File: config.mk
export PLATFORM = sky130hd
export DESIGN_NAME = multi_checksum_engine
export DESIGN_NICKNAME = d
export VERILOG_FILES = /design/src/design/mce_pkg.sv /design/src/design/mce_datapath.sv /design/src/design/mce_ctrl.sv /design/src/design/multi_checksum_engine.sv
export VERILOG_INCLUDE_DIRS = /design/src /design/src/design
export SDC_FILE = /design/constraint.sdc
export NUM_CORES = 1
export LEC_CHECK = 0
export ABC_AREA = 1
export BUFFER_PORTS_ARGS = -buffer_cell sky130_fd_sc_hd__clkbuf_2
export CORE_ASPECT_RATIO = 1.25
export CORE_MARGIN = 5
export CORE_UTILIZATION = 57
export DETAILED_ROUTE_END_ITERATION = 10
export PLACE_DENSITY = 0.88
export RECOVER_POWER = 100
export SKIP_CTS_REPAIR_TIMING = 1
export SKIP_LAST_GASP = 1
export SYNTH_ARGS = -nofsm -noshare
export SYNTH_HDL_FRONTEND = slang
export SYNTH_HIERARCHICAL = 1
export SYNTH_SLANG_ARGS = --single-unit
File: constraint.sdc
create_clock -name clk_i -period 12.8 [get_ports clk_i]
set_input_delay 1.92 -clock clk_i [delete_from_list [all_inputs] [get_ports clk_i]]
set_output_delay 1.92 -clock clk_i [all_outputs]
set_load 0.01 [all_outputs]
File: src/design/multi_checksum_engine_defines.svh
// ---------------------------------------------------------------------------
// Checksum engine assertion macros
// Shared concurrent assertion helpers, clocked on clk_i and off in reset.
// ---------------------------------------------------------------------------
`ifndef MULTI_CHECKSUM_ENGINE_DEFINES_SVH
`define MULTI_CHECKSUM_ENGINE_DEFINES_SVH

`ifndef SYNTHESIS

// Same-cycle implication.
`define MCE_ASSERT_IMPL(label, ante, cons) \
  label: assert property (@(posedge clk_i) disable iff (!rst_ni) (ante) |-> (cons)) \
    else $error("checksum engine check failed");

// Next-cycle implication.
`define MCE_ASSERT_NEXT(label, ante, cons) \
  label: assert property (@(posedge clk_i) disable iff (!rst_ni) (ante) |=> (cons)) \
    else $error("checksum engine check failed");

`else

`define MCE_ASSERT_IMPL(label, ante, cons)
`define MCE_ASSERT_NEXT(label, ante, cons)

`endif

`endif

File: src/design/mce_pkg.sv
// ---------------------------------------------------------------------------
// Checksum engine package
// Types, constants and byte-step functions shared by the engine modules.
// ---------------------------------------------------------------------------
package mce_pkg;

  // Input item modes
  localparam logic MODE_ABSORB = 1'b0;
  localparam logic MODE_FINAL  = 1'b1;

  // Register index (word address bit)
  localparam logic REG_DIGEST_EN = 1'b0;
  localparam logic [3:0] DIGEST_EN_RESET = 4'hF;

  // Enable bit positions
  localparam int unsigned EN_CKSUM  = 0;
  localparam int unsigned EN_CRC32  = 1;
  localparam int unsigned EN_CRC32C = 2;
  localparam int unsigned EN_ADLER  = 3;

  localparam logic [31:0] POLY_CKSUM  = 32'h04C1_1DB7;
  localparam logic [31:0] POLY_CRC32  = 32'hEDB8_8320;
  localparam logic [31:0] POLY_CRC32C = 32'h82F6_3B78;
  localparam logic [31:0] CRC_ONES    = 32'hFFFF_FFFF;
  localparam logic [16:0] ADLER_MOD   = 17'd65521;

  typedef enum logic {
    ST_RUN,
    ST_WALK
  } mce_state_e;

  // Controller to datapath
  typedef struct packed {
    logic absorb;
    logic start;
    logic step;
    logic finish;
  } mce_cmd_t;

  // Datapath to controller
  typedef struct packed {
    logic walk_zero;
  } mce_sts_t;

  // MSB-first CRC-32 over one byte.
  function automatic logic [31:0] msb_crc_byte(logic [31:0] crc, logic [7:0] b);
    logic [31:0] c;
    c = crc ^ {b, 24'h0};
    for (int i = 0; i < 8; i++) begin
      c = c[31] ? ({c[30:0], 1'b0} ^ POLY_CKSUM) : {c[30:0], 1'b0};
    end
    return c;
  endfunction

  // Reflected CRC-32 over one byte.
  function automatic logic [31:0] lsb_crc_byte(logic [31:0] crc, logic [7:0] b,
                                               logic [31:0] poly);
    logic [31:0] c;
    c = crc ^ {24'h0, b};
    for (int i = 0; i < 8; i++) begin
      c = c[0] ? ({1'b0, c[31:1]} ^ poly) : {1'b0, c[31:1]};
    end
    return c;
  endfunction

  // Reduce a value below twice the Adler modulus.
  function automatic logic [15:0] adler_fold(logic [16:0] v);
    logic [16:0] r;
    r = (v >= ADLER_MOD) ? (v - ADLER_MOD) : v;
    return r[15:0];
  endfunction

endpackage

File: src/design/mce_datapath.sv
// ---------------------------------------------------------------------------
// Checksum engine datapath
// Running checksums, byte counter, length walk and output registers.
// ---------------------------------------------------------------------------
module mce_datapath #(
  parameter int unsigned COUNT_BITS = 40
) (
  input  logic              clk_i,
  input  logic              rst_ni,
  input  mce_pkg::mce_cmd_t cmd_i,
  output mce_pkg::mce_sts_t sts_o,
  input  logic [7:0]        data_byte_i,
  input  logic [3:0]        enable_i,
  output logic [31:0]       cksum_value_o,
  output logic [31:0]       crc32_value_o,
  output logic [31:0]       crc32c_value_o,
  output logic [31:0]       adler32_value_o,
  output logic [39:0]       byte_count_o,
  output logic              count_overflow_o
);

  logic [31:0]           cksum_q, cksum_d;
  logic [31:0]           crc32_q, crc32_d;
  logic [31:0]           crc32c_q, crc32c_d;
  logic [15:0]           sum1_q, sum1_d;
  logic [15:0]           sum2_q, sum2_d;
  logic [COUNT_BITS-1:0] count_q, count_d;
  logic                  ovf_q, ovf_d;
  logic [COUNT_BITS-1:0] walk_cnt_q, walk_cnt_d;
  logic [31:0]           walk_crc_q, walk_crc_d;
  logic [15:0]           sum1_new;
  logic [63:0]           count_ext;

  logic [31:0] cksum_out_q, crc32_out_q, crc32c_out_q, adler_out_q;
  logic [39:0] total_out_q;
  logic        ovf_out_q;

  assign sum1_new  = mce_pkg::adler_fold({1'b0, sum1_q} + {9'b0, data_byte_i});
  assign count_ext = 64'(count_q);

  always_comb begin
    cksum_d    = cksum_q;
    crc32_d    = crc32_q;
    crc32c_d   = crc32c_q;
    sum1_d     = sum1_q;
    sum2_d     = sum2_q;
    count_d    = count_q;
    ovf_d      = ovf_q;
    walk_cnt_d = walk_cnt_q;
    walk_crc_d = walk_crc_q;
    if (cmd_i.absorb) begin
      if (count_q == {COUNT_BITS{1'b1}}) begin
        ovf_d = 1'b1;
      end else begin
        count_d = count_q + 1'b1;
      end
      if (enable_i[mce_pkg::EN_CKSUM]) begin
        cksum_d = mce_pkg::msb_crc_byte(cksum_q, data_byte_i);
      end
      if (enable_i[mce_pkg::EN_CRC32]) begin
        crc32_d = mce_pkg::lsb_crc_byte(crc32_q, data_byte_i, mce_pkg::POLY_CRC32);
      end
      if (enable_i[mce_pkg::EN_CRC32C]) begin
        crc32c_d = mce_pkg::lsb_crc_byte(crc32c_q, data_byte_i, mce_pkg::POLY_CRC32C);
      end
      if (enable_i[mce_pkg::EN_ADLER]) begin
        sum1_d = sum1_new;
        sum2_d = mce_pkg::adler_fold({1'b0, sum2_q} + {1'b0, sum1_new});
      end
    end
    if (cmd_i.start) begin
      walk_cnt_d = count_q;
      walk_crc_d = cksum_q;
    end
    if (cmd_i.step) begin
      walk_crc_d = mce_pkg::msb_crc_byte(walk_crc_q, walk_cnt_q[7:0]);
      walk_cnt_d = walk_cnt_q >> 8;
    end
    if (cmd_i.finish) begin
      // re-initialise for the next file
      cksum_d  = '0;
      crc32_d  = mce_pkg::CRC_ONES;
      crc32c_d = mce_pkg::CRC_ONES;
      sum1_d   = 16'd1;
      sum2_d   = '0;
      count_d  = '0;
      ovf_d    = 1'b0;
    end
  end

  always_ff @(posedge clk_i or negedge rst_ni) begin
    if (!rst_ni) begin
      cksum_q  <= '0;
      crc32_q  <= mce_pkg::CRC_ONES;
      crc32c_q <= mce_pkg::CRC_ONES;
      sum1_q   <= 16'd1;
      sum2_q   <= '0;
      count_q  <= '0;
      ovf_q    <= 1'b0;
    end else begin
      cksum_q  <= cksum_d;
      crc32_q  <= crc32_d;
      crc32c_q <= crc32c_d;
      sum1_q   <= sum1_d;
      sum2_q   <= sum2_d;
      count_q  <= count_d;
      ovf_q    <= ovf_d;
    end
  end

  always_ff @(posedge clk_i) begin
    walk_cnt_q <= walk_cnt_d;
    walk_crc_q <= walk_crc_d;
    if (cmd_i.finish) begin
      cksum_out_q  <= enable_i[mce_pkg::EN_CKSUM]  ? ~walk_crc_q : '0;
      crc32_out_q  <= enable_i[mce_pkg::EN_CRC32]  ? ~crc32_q : '0;
      crc32c_out_q <= enable_i[mce_pkg::EN_CRC32C] ? (crc32c_q ^ mce_pkg::CRC_ONES) : '0;
      adler_out_q  <= enable_i[mce_pkg::EN_ADLER]  ? {sum2_q, sum1_q} : '0;
      total_out_q  <= count_ext[39:0];
      ovf_out_q    <= ovf_q;
    end
  end

  assign sts_o.walk_zero = (walk_cnt_q == '0);

  assign cksum_value_o    = cksum_out_q;
  assign crc32_value_o    = crc32_out_q;
  assign crc32c_value_o   = crc32c_out_q;
  assign adler32_value_o  = adler_out_q;
  assign byte_count_o     = total_out_q;
  assign count_overflow_o = ovf_out_q;

endmodule

File: src/design/mce_ctrl.sv
// ---------------------------------------------------------------------------
// Checksum engine controller
// Sequences absorb, length walk and result hand-off.
// ---------------------------------------------------------------------------
`include "multi_checksum_engine_defines.svh"

module mce_ctrl (
  input  logic              clk_i,
  input  logic              rst_ni,
  input  logic              in_valid_i,
  output logic              in_stall_o,
  input  logic              in_mode_i,
  output logic              out_valid_o,
  input  logic              out_stall_i,
  output mce_pkg::mce_cmd_t cmd_o,
  input  mce_pkg::mce_sts_t sts_i
);

  mce_pkg::mce_state_e state_q, state_d;
  logic                out_valid_q, out_valid_d;
  logic                out_blocked;

  assign out_blocked = out_valid_q && out_stall_i;

  always_comb begin
    state_d     = state_q;
    cmd_o       = '0;
    out_valid_d = out_valid_q && out_stall_i;
    case (state_q)
      mce_pkg::ST_RUN: begin
        if (in_valid_i) begin
          if (in_mode_i == mce_pkg::MODE_FINAL) begin
            cmd_o.start = 1'b1;
            state_d     = mce_pkg::ST_WALK;
          end else begin
            cmd_o.absorb = 1'b1;
          end
        end
      end
      mce_pkg::ST_WALK: begin
        if (!sts_i.walk_zero) begin
          cmd_o.step = 1'b1;
        end else if (!out_blocked) begin
          cmd_o.finish = 1'b1;
          out_valid_d  = 1'b1;
          state_d      = mce_pkg::ST_RUN;
        end
      end
      default: begin
        state_d = mce_pkg::ST_RUN;
      end
    endcase
  end

  always_ff @(posedge clk_i or negedge rst_ni) begin
    if (!rst_ni) begin
      state_q     <= mce_pkg::ST_RUN;
      out_valid_q <= 1'b0;
    end else begin
      state_q     <= state_d;
      out_valid_q <= out_valid_d;
    end
  end

  assign in_stall_o  = (state_q != mce_pkg::ST_RUN);
  assign out_valid_o = out_valid_q;

  `MCE_ASSERT_NEXT(a_final_enters_walk, in_valid_i && !in_stall_o && in_mode_i == mce_pkg::MODE_FINAL, state_q == mce_pkg::ST_WALK)
  `MCE_ASSERT_IMPL(a_finish_after_walk, cmd_o.finish, sts_i.walk_zero)
  `MCE_ASSERT_IMPL(a_finish_not_blocked, cmd_o.finish, !out_blocked)
  `MCE_ASSERT_NEXT(a_finish_shows_result, cmd_o.finish, out_valid_q)

endmodule

File: src/design/multi_checksum_engine.sv
// ---------------------------------------------------------------------------
// Multi checksum engine: POSIX cksum, CRC-32, CRC-32C, Adler-32 and count
// Data bytes: one transfer per cycle unless in_stall_o, no result. Finalise: the
// count is walked into cksum, one step per significant byte (0..COUNT_BITS/8);
// results then register; input stalls during the walk, longer while a result is held.
// Reset (async, active low): enables all ones, checksums at init, no result pending.
// ---------------------------------------------------------------------------
module multi_checksum_engine #(
  parameter int unsigned COUNT_BITS = 40
) (
  input  logic        clk_i,
  input  logic        rst_ni,
  // configuration port
  input  logic        psel,
  input  logic        penable,
  input  logic        pwrite,
  input  logic [2:0]  paddr,
  input  logic [31:0] pwdata,
  output logic [31:0] prdata,
  output logic        pready,
  // input channel
  input  logic        in_valid_i,
  output logic        in_stall_o,
  input  logic        mode_i,
  input  logic [7:0]  data_byte_i,
  // result channel
  output logic        out_valid_o,
  input  logic        out_stall_i,
  output logic [31:0] cksum_value_o,
  output logic [31:0] crc32_value_o,
  output logic [31:0] crc32c_value_o,
  output logic [31:0] adler32_value_o,
  output logic [39:0] byte_count_o,
  output logic        count_overflow_o
);

  // The length walk of a finalize runs through the shared MSB-first CRC
  // byte step, one count byte per cycle, least significant first, until the
  // remaining count is zero. The result register sits after the walk, so
  // data bytes of the next file may flow while a result waits; a following
  // finalize holds at the end of its walk until the result is taken.

  logic [3:0]        enable_q;
  mce_pkg::mce_cmd_t cmd;
  mce_pkg::mce_sts_t sts;

  // Digest enable register: one word, decoded on the word address bit.
  assign pready = 1'b1;

  always_ff @(posedge clk_i or negedge rst_ni) begin
    if (!rst_ni) begin
      enable_q <= mce_pkg::DIGEST_EN_RESET;
    end else if (psel && penable && pwrite && pready &&
                 paddr[2] == mce_pkg::REG_DIGEST_EN) begin
      enable_q <= pwdata[3:0];
    end
  end

  // Read back the enables; other addresses read zero.
  always_comb begin
    prdata = '0;
    if (paddr[2] == mce_pkg::REG_DIGEST_EN) begin
      prdata = {28'h0, enable_q};
    end
  end

  // Sequencer: absorb, length walk, result hand-off
  mce_ctrl u_ctrl (
    .clk_i       (clk_i),
    .rst_ni      (rst_ni),
    .in_valid_i  (in_valid_i),
    .in_stall_o  (in_stall_o),
    .in_mode_i   (mode_i),
    .out_valid_o (out_valid_o),
    .out_stall_i (out_stall_i),
    .cmd_o       (cmd),
    .sts_i       (sts)
  );

  // Checksum state, counter and result registers
  mce_datapath #(
    .COUNT_BITS (COUNT_BITS)
  ) u_datapath (
    .clk_i            (clk_i),
    .rst_ni           (rst_ni),
    .cmd_i            (cmd),
    .sts_o            (sts),
    .data_byte_i      (data_byte_i),
    .enable_i         (enable_q),
    .cksum_value_o    (cksum_value_o),
    .crc32_value_o    (crc32_value_o),
    .crc32c_value_o   (crc32c_value_o),
    .adler32_value_o  (adler32_value_o),
    .byte_count_o     (byte_count_o),
    .count_overflow_o (count_overflow_o)
  );

endmodule
==> results.py, run 1 <==
metrics = {
    "status": {
        "status": "finished with violations",
        "violations": "capacitance limit, slew limit",
    },
    "setup_path": {
        "crit_chain": "nor4_1, nand4_1, nor4_1, nand2_1, nor2_1, clkbuf_1, clkbuf_1, o31ai_1",
        "path_class": "flip-flop to flip-flop",
        "cp.required_ns": 13.08,
        "cp_slowest_cell": "clkbuf_1",
        "startpoint": "u_datapath/walk_cnt_q[6]",
        "crit_path_end_kind": "flip-flop",
        "max_stage_delay_ns": 2.89,
        "critPathMaxFanout": 77,
        "startpoint_type": "flip-flop",
        "rr_startpoint": "u_datapath/walk_cnt_q[6]",
        "cp.arrival_ns": 8.73,
    },
    "worst_hold_path": {
        "worstHoldPathType": "flip-flop to flip-flop",
        "min_from": "u_datapath/ovf_q",
    },
    "finish": {
        "final_common_cell": "nand2_1",
        "final_util_pct": 63.4,
        "layout.nets": 2805,
        "layout_common_cells": "nand2_1 (594), inv_1 (290), nor2_1 (255)",
        "syn_to_final_growth_pct": 10.7,
        "drive_above_1_share_pct": 7.30,
    },
    "route": {
        "routed_wl_microns": 60000,
        "postRouteAntennaNets": 0,
        "first_pass_iters": 8,
        "vias": 18300,
        "route.detailed.drc": 0,
        "drt_iter0_drc": 1707,
        "via_per_inst": 5.62,
        "wl_per_cell_microns": 18.4,
    },
    "yosys": {
        "syn-instance-count": 2537,
        "syn_avg_cell_area_sq_um": 8.99,
        "yosys_warnings": 6,
        "synth-edff-count": 233,
        "ys_async_sr_fraction_pct": 42.1,
        "ys_seq_elements": 416,
        "yosysSeqAreaShare_pct": 51.0,
        "synth_flop_cell": "edfxtp_1",
        "yosysUniqueCellTypes": 56,
        "synth.cell_area_sq_um": 22800,
    },
    "timing": {
        "finalCritPeriodShare_pct": 66.0,
        "finalHoldViolations": 0,
        "finalClockSkew_ns": 0.0251,
        "tightestPinTransition_ns": 4.19,
        "setup-tns-final_ns": 0,
        "hold_ws_ns": 0.476,
        "finalMaxSlewViolations": 619,
        "setup_violations": 0,
        "rsz0062_at_grt": "false",
        "period_minus_slack_ns": 8.44,
        "maxSlewHeadroom_pct": -179,
        "fmax_ghz": 0.118,
    },
    "clock_tree": {
        "cts_tree": "built",
        "root_buffer": "clkbuf_16",
        "numCtsBuffers": 41,
        "htree_levels": 2,
        "path_clk_slew_ns": 0.07,
        "clock_latency_ns": 0.56,
        "cts_buffer_depth": 3,
        "cts_num_sinks": 416,
    },
    "floorplanning": {
        "die_w_microns": 189,
        "placeableCoreArea_sq_um": 39800,
        "fp.dieH_microns": 234,
        "rows": 82,
        "start_util_pct": 57.3,
        "top_level_ports": 255,
        "dieArea_sq_um": 44100,
    },
    "power": {
        "power.leakage_uw": 0.0111,
        "fin_total_pwr_uw": 7370,
        "irDropWorstVdd_v": 0.000167,
        "powerDensity_nw_per_um2": 292,
    },
    "global_route": {
        "grt_pass1_vias": 18100,
        "antenna_found_initial": 2,
        "grt_util_met1_pct": 32.0,
        "grt_pass1_wl_microns": 93900,
        "top_usage_layer": "met2",
        "grtUsageMet2_pct": 46.7,
        "use_met3_pct": 4.75,
        "grt_usage_pct": 26.6,
        "overflow": 0,
        "grt_max_degree": 78,
    },
    "place": {
        "port-buffer-count": 195,
        "dp.final_hpwl_microns": 43400,
        "gp_congestion": 0.955,
    },
    "run": {
        "cap_violations": 10,
    },
}
-- through the flow --
step | cells | cell area [sq um] | worst slack (ns)
2_1_floorplan | 2564 | 22900 | 1.49
5_1_grt | 3258 | 25200 | 3.58
3_5_place_dp | 3182 | 24100 | 5.27
3_3_place_gp | 3182 | 24100 | 5.44
6_report | 3259 | 25200 | 4.36
4_1_cts | 3258 | 25600 | 5.83
-- synthesized netlist by cell type (6+ instances only) --
library cell | count | area share [%]
nand2_2 | 9 | 0.25
xor2_1 | 192 | 7.4
nand2_1 | 594 | 9.8
nand4_1 | 37 | 1.0
buf_4 | 31 | 1.0
inv_1 | 290 | 4.8
o21a_1 | 12 | 0.40
edfxtp_1 | 233 | 31
nor3_1 | 26 | 0.57
dfxtp_1 | 8 | 0.70
nand3_1 | 119 | 2.6
clkbuf_1 | 52 | 0.86
dfstp_2 | 69 | 8.0
o21ai_1 | 6 | 0.13
a31oi_1 | 7 | 0.19
ha_1 | 31 | 1.7
xnor2_1 | 81 | 3.1
a21oi_1 | 96 | 2.1
xor2_2 | 11 | 0.78
or2_2 | 15 | 0.41
nor4_1 | 13 | 0.36
o21ai_0 | 141 | 3.1
nor2_1 | 253 | 4.2
dfrtp_1 | 106 | 12
o22ai_1 | 30 | 0.82
-- layer usage --
| layer | part of all wire (%) | vias up |
|---|---|---|
| met5 | 0.0083 | - |
| met4 | 4.9 | 2 |
| met3 | 7.4 | 202 |
| met2 | 50 | 880 |
| met1 | 38 | 8698 |
| li1 | - | 8546 |
-- critical path, delay by kind of cell, from the launching register on --
family                 cells  cell delay (ns)
AO/OA/AOI/OAI              1             0.32
flip-flops                 1             0.46
AND/OR/NAND/NOR            5             2.22
buffers and inverters      2             5.07
-- logic make-up after synthesis --
kind of cell	Yosys count	share of synthesized area, %
and+or+nand+nor	1092	20.2
DFF	416	51.0
buffers and inverters	387	6.98
AOI/OAI and AO/OA	310	7.36
xor gates and xnor gates	297	12.6
adders and majority gates	33	1.88
other	2	0.0329
-- report_power, final --
group	switching [uW]	total (uW)	internal (uW)
Clock	522	1290	771
Sequential	354	2320	1970
Combinational	2360	3760	1400
Total	3230	7370	4140
-- path summary, 6_finish.rpt --
kind                                                     to  slack [ns]  depth (start not counted)
worst max-delay path                 u_datapath/count_q[16]        4.36                          8
worst min-delay path            u_datapath/count_overflow_o        0.48                          0
worst max register to register       u_datapath/count_q[16]        4.36                          8
worst min register to register  u_datapath/count_overflow_o        0.48                          0
max in group asynchronous            u_datapath/cksum_q[21]        5.77                          2
min in group asynchronous             u_datapath/sum2_q[13]        2.08                          1
-- layout make-up --
| class | count | area (sq um) |
|---|---|---|
| inverter | 294 | 1100 |
| antenna | 1 | 2.50 |
| tap | 504 | 631 |
| multi-input combinational | 1761 | 9630 |
| timing repair buffer | 207 | 796 |
| clock inverter | 21 | 292 |
| clock buffer | 55 | 1170 |
| sequential | 416 | 11600 |
| fill | 3269 | 14600 |
Power figures use the tool's default switching activity.
==> inputs of run 2 (changes only) <==
==> constraint.sdc (replaced) <==
create_clock -name clk_i -period 8.3 [get_ports clk_i]
set_input_delay 1.245 -clock clk_i [delete_from_list [all_inputs] [get_ports clk_i]]
set_output_delay 1.245 -clock clk_i [all_outputs]
set_load 0.01 [all_outputs]
==> run 2 against run 1 <==
The run still ends with capacitance limit, slew limit left. Clock skew is essentially flat. Combinational power is 55% higher. Total power grew 54%. Critical path depth is 25 higher.
==> results.py, run 2 (synthesis results as in run 1) <==
metrics = {
    "status": {
        "status": "finished with violations",
        "violations": "capacitance limit, slew limit",
    },
    "worst_hold_path": {
        "min_from": "u_datapath/ovf_q",
        "worstHoldPathType": "flip-flop to flip-flop",
        "hold_depth": 0,
        "min_to": "u_datapath/count_overflow_o",
    },
    "timing": {
        "maxSlewHeadroom_pct": -267,
        "setup_violations": 0,
        "finalCritPeriodShare_pct": 83.4,
        "setup-tns-final_ns": 0,
        "period_minus_slack_ns": 6.93,
        "tightestPinTransition_ns": 5.51,
        "finalHoldViolations": 0,
        "rsz0062_at_grt": "false",
        "finalClockSkew_ns": 0.0247,
        "finalMaxSlewViolations": 418,
        "hold_ws_ns": 0.475,
        "fmax_ghz": 0.144,
    },
    "setup_path": {
        "max_stage_delay_ns": 0.51,
        "crit_path_end_kind": "flip-flop",
        "cp.required_ns": 8.74,
        "cp_slowest_cell": "nand3_1",
        "reg2reg_depth": 12,
        "cp.arrival_ns": 7.37,
        "startpoint": "data_byte_i[0]",
        "startpoint_type": "input port",
        "r2r_slack_ns": 1.56,
        "reg2reg_to": "u_datapath/sum2_q[15]",
        "crit_top_cell": "nand2_1",
        "critPathMaxFanout": 25,
        "path_class": "input port to flip-flop",
        "rr_startpoint": "u_datapath/walk_cnt_q[2]",
    },
    "run": {
        "cap_violations": 5,
    },
    "finish": {
        "syn_to_final_growth_pct": 10.8,
        "fillers": 3173,
        "area.sequential_sq_um": 11600,
        "drive_above_1_share_pct": 7.63,
        "multiInputGateArea_sq_um": 9670,
        "layout_common_cells": "nand2_1 (593), inv_1 (291), nor2_1 (254)",
        "layout.nets": 2803,
        "final_common_cell": "nand2_1",
        "fin_cells": 3257,
    },
    "route": {
        "route.detailed.drc": 0,
        "wl_per_cell_microns": 18.4,
        "postRouteAntennaNets": 0,
        "vias": 18300,
        "first_pass_iters": 7,
        "routed_wl_microns": 60000,
        "drt_iter0_drc": 1788,
        "via_per_inst": 5.63,
    },
    "global_route": {
        "grt_pass1_wl_microns": 93900,
        "grt_max_degree": 132,
        "antenna_found_initial": 1,
        "overflow": 0,
        "grt_pass1_vias": 18100,
        "grt_usage_pct": 26.5,
    },
    "floorplanning": {
        "top_level_ports": 255,
        "start_util_pct": 57.3,
        "rows": 82,
        "dieArea_sq_um": 44100,
        "fp.dieH_microns": 234,
        "placeableCoreArea_sq_um": 39800,
        "die_w_microns": 189,
    },
    "place": {
        "dp.final_hpwl_microns": 42500,
        "gp_congestion": 0.969,
        "port-buffer-count": 195,
        "dp_cells": 3179,
    },
    "clock_tree": {
        "numCtsBuffers": 42,
        "cts_tree": "built",
        "cts_num_sinks": 416,
        "path_clk_slew_ns": 0.07,
        "root_buffer": "clkbuf_16",
        "cts_buffer_depth": 3,
        "htree_levels": 2,
        "clock_latency_ns": 0.57,
    },
    "power": {
        "irDropWorstVdd_v": 0.000257,
        "power.leakage_uw": 0.0111,
        "powerDensity_nw_per_um2": 451,
    },
}
==> run 2: changes by cell type in the layout (fill, tap and decap cells not counted), moves of 2 or more <==
| cell | delta |
|---|---|
| clkinv_2 | +5 |
| nand3_4 | +2 |
| clkbuf_8 | -3 |
| clkbuf_2 | +3 |
| clkbuf_1 | -7 |
| clkinvlp_4 | -2 |
| buf_4 | +3 |
==> run 2: worst max-delay path by stage <==
| stage | to | slack [ns] | cells past startpoint |
|---|---|---|---|
| floorplan | u_datapath/sum1_q[12] | 0.93 | 7 |
| detailed placement | u_datapath/sum2_q[7] | 1.49 | 33 |
| CTS | u_datapath/sum2_q[11] | 2.06 | 33 |
| global route | u_datapath/sum2_q[6] | 0.77 | 34 |
| global placement | u_datapath/sum2_q[11] | 1.59 | 33 |
| finish | u_datapath/sum2_q[6] | 1.37 | 33 |
==> run 2: report_power, final <==
part	leakage (uW)	total [uW]	switching (uW)	internal (uW)
Combinational	0.00606	5830	3670	2170
Clock	0.000698	1970	822	1150
Sequential	0.00439	3580	548	3040
Total	0.0111	11400	5040	6350
==> run 2: final cells by class <==
| class | instances | share of cell area, % |
|---|---|---|
| Multi-Input combinational cell | 1761 | 38.3 |
| Clock inverter | 24 | 1.25 |
| Clock buffer | 53 | 4.40 |
| Tap cell | 504 | 2.50 |
| Sequential cell | 416 | 46.0 |
| Timing Repair Buffer | 204 | 3.17 |
| Inverter | 294 | 4.37 |
| Antenna cell | 1 | 0.00991 |
==> run 2: critical path: cells and delay by family <==
kind / cells / cell delay [ns]
adder cells (fa/ha/maj): 4 / 1.40
buffers and inverters: 4 / 0.62
AND/OR/NAND/NOR: 25 / 4.07
==> run 2: routing by layer <==
layer | routed length [microns] | GRT usage [%] | share of wire [%] | vias up
li1 | - | - | - | 8535
met5 | 7 | 0 | 0.012 | -
met4 | 3340 | 13.5 | 5.6 | 2
met2 | 29300 | 45.9 | 49 | 935
met1 | 22700 | 32.3 | 38 | 8645
met3 | 4590 | 3.87 | 7.7 | 214
==> run 2: stage by stage <==
stage	area [sq um]	utilization, %	total power, uW	setup WS, ns
after global placement	24100	60.6	8980	1.59
after detailed placement	24100	60.6	9230	1.49
final	25300	63.4	11400	1.37
after global routing	25300	63.4	12100	0.769
after CTS	25500	64.2	11300	2.06
after floorplan	22900	-	7970	0.929
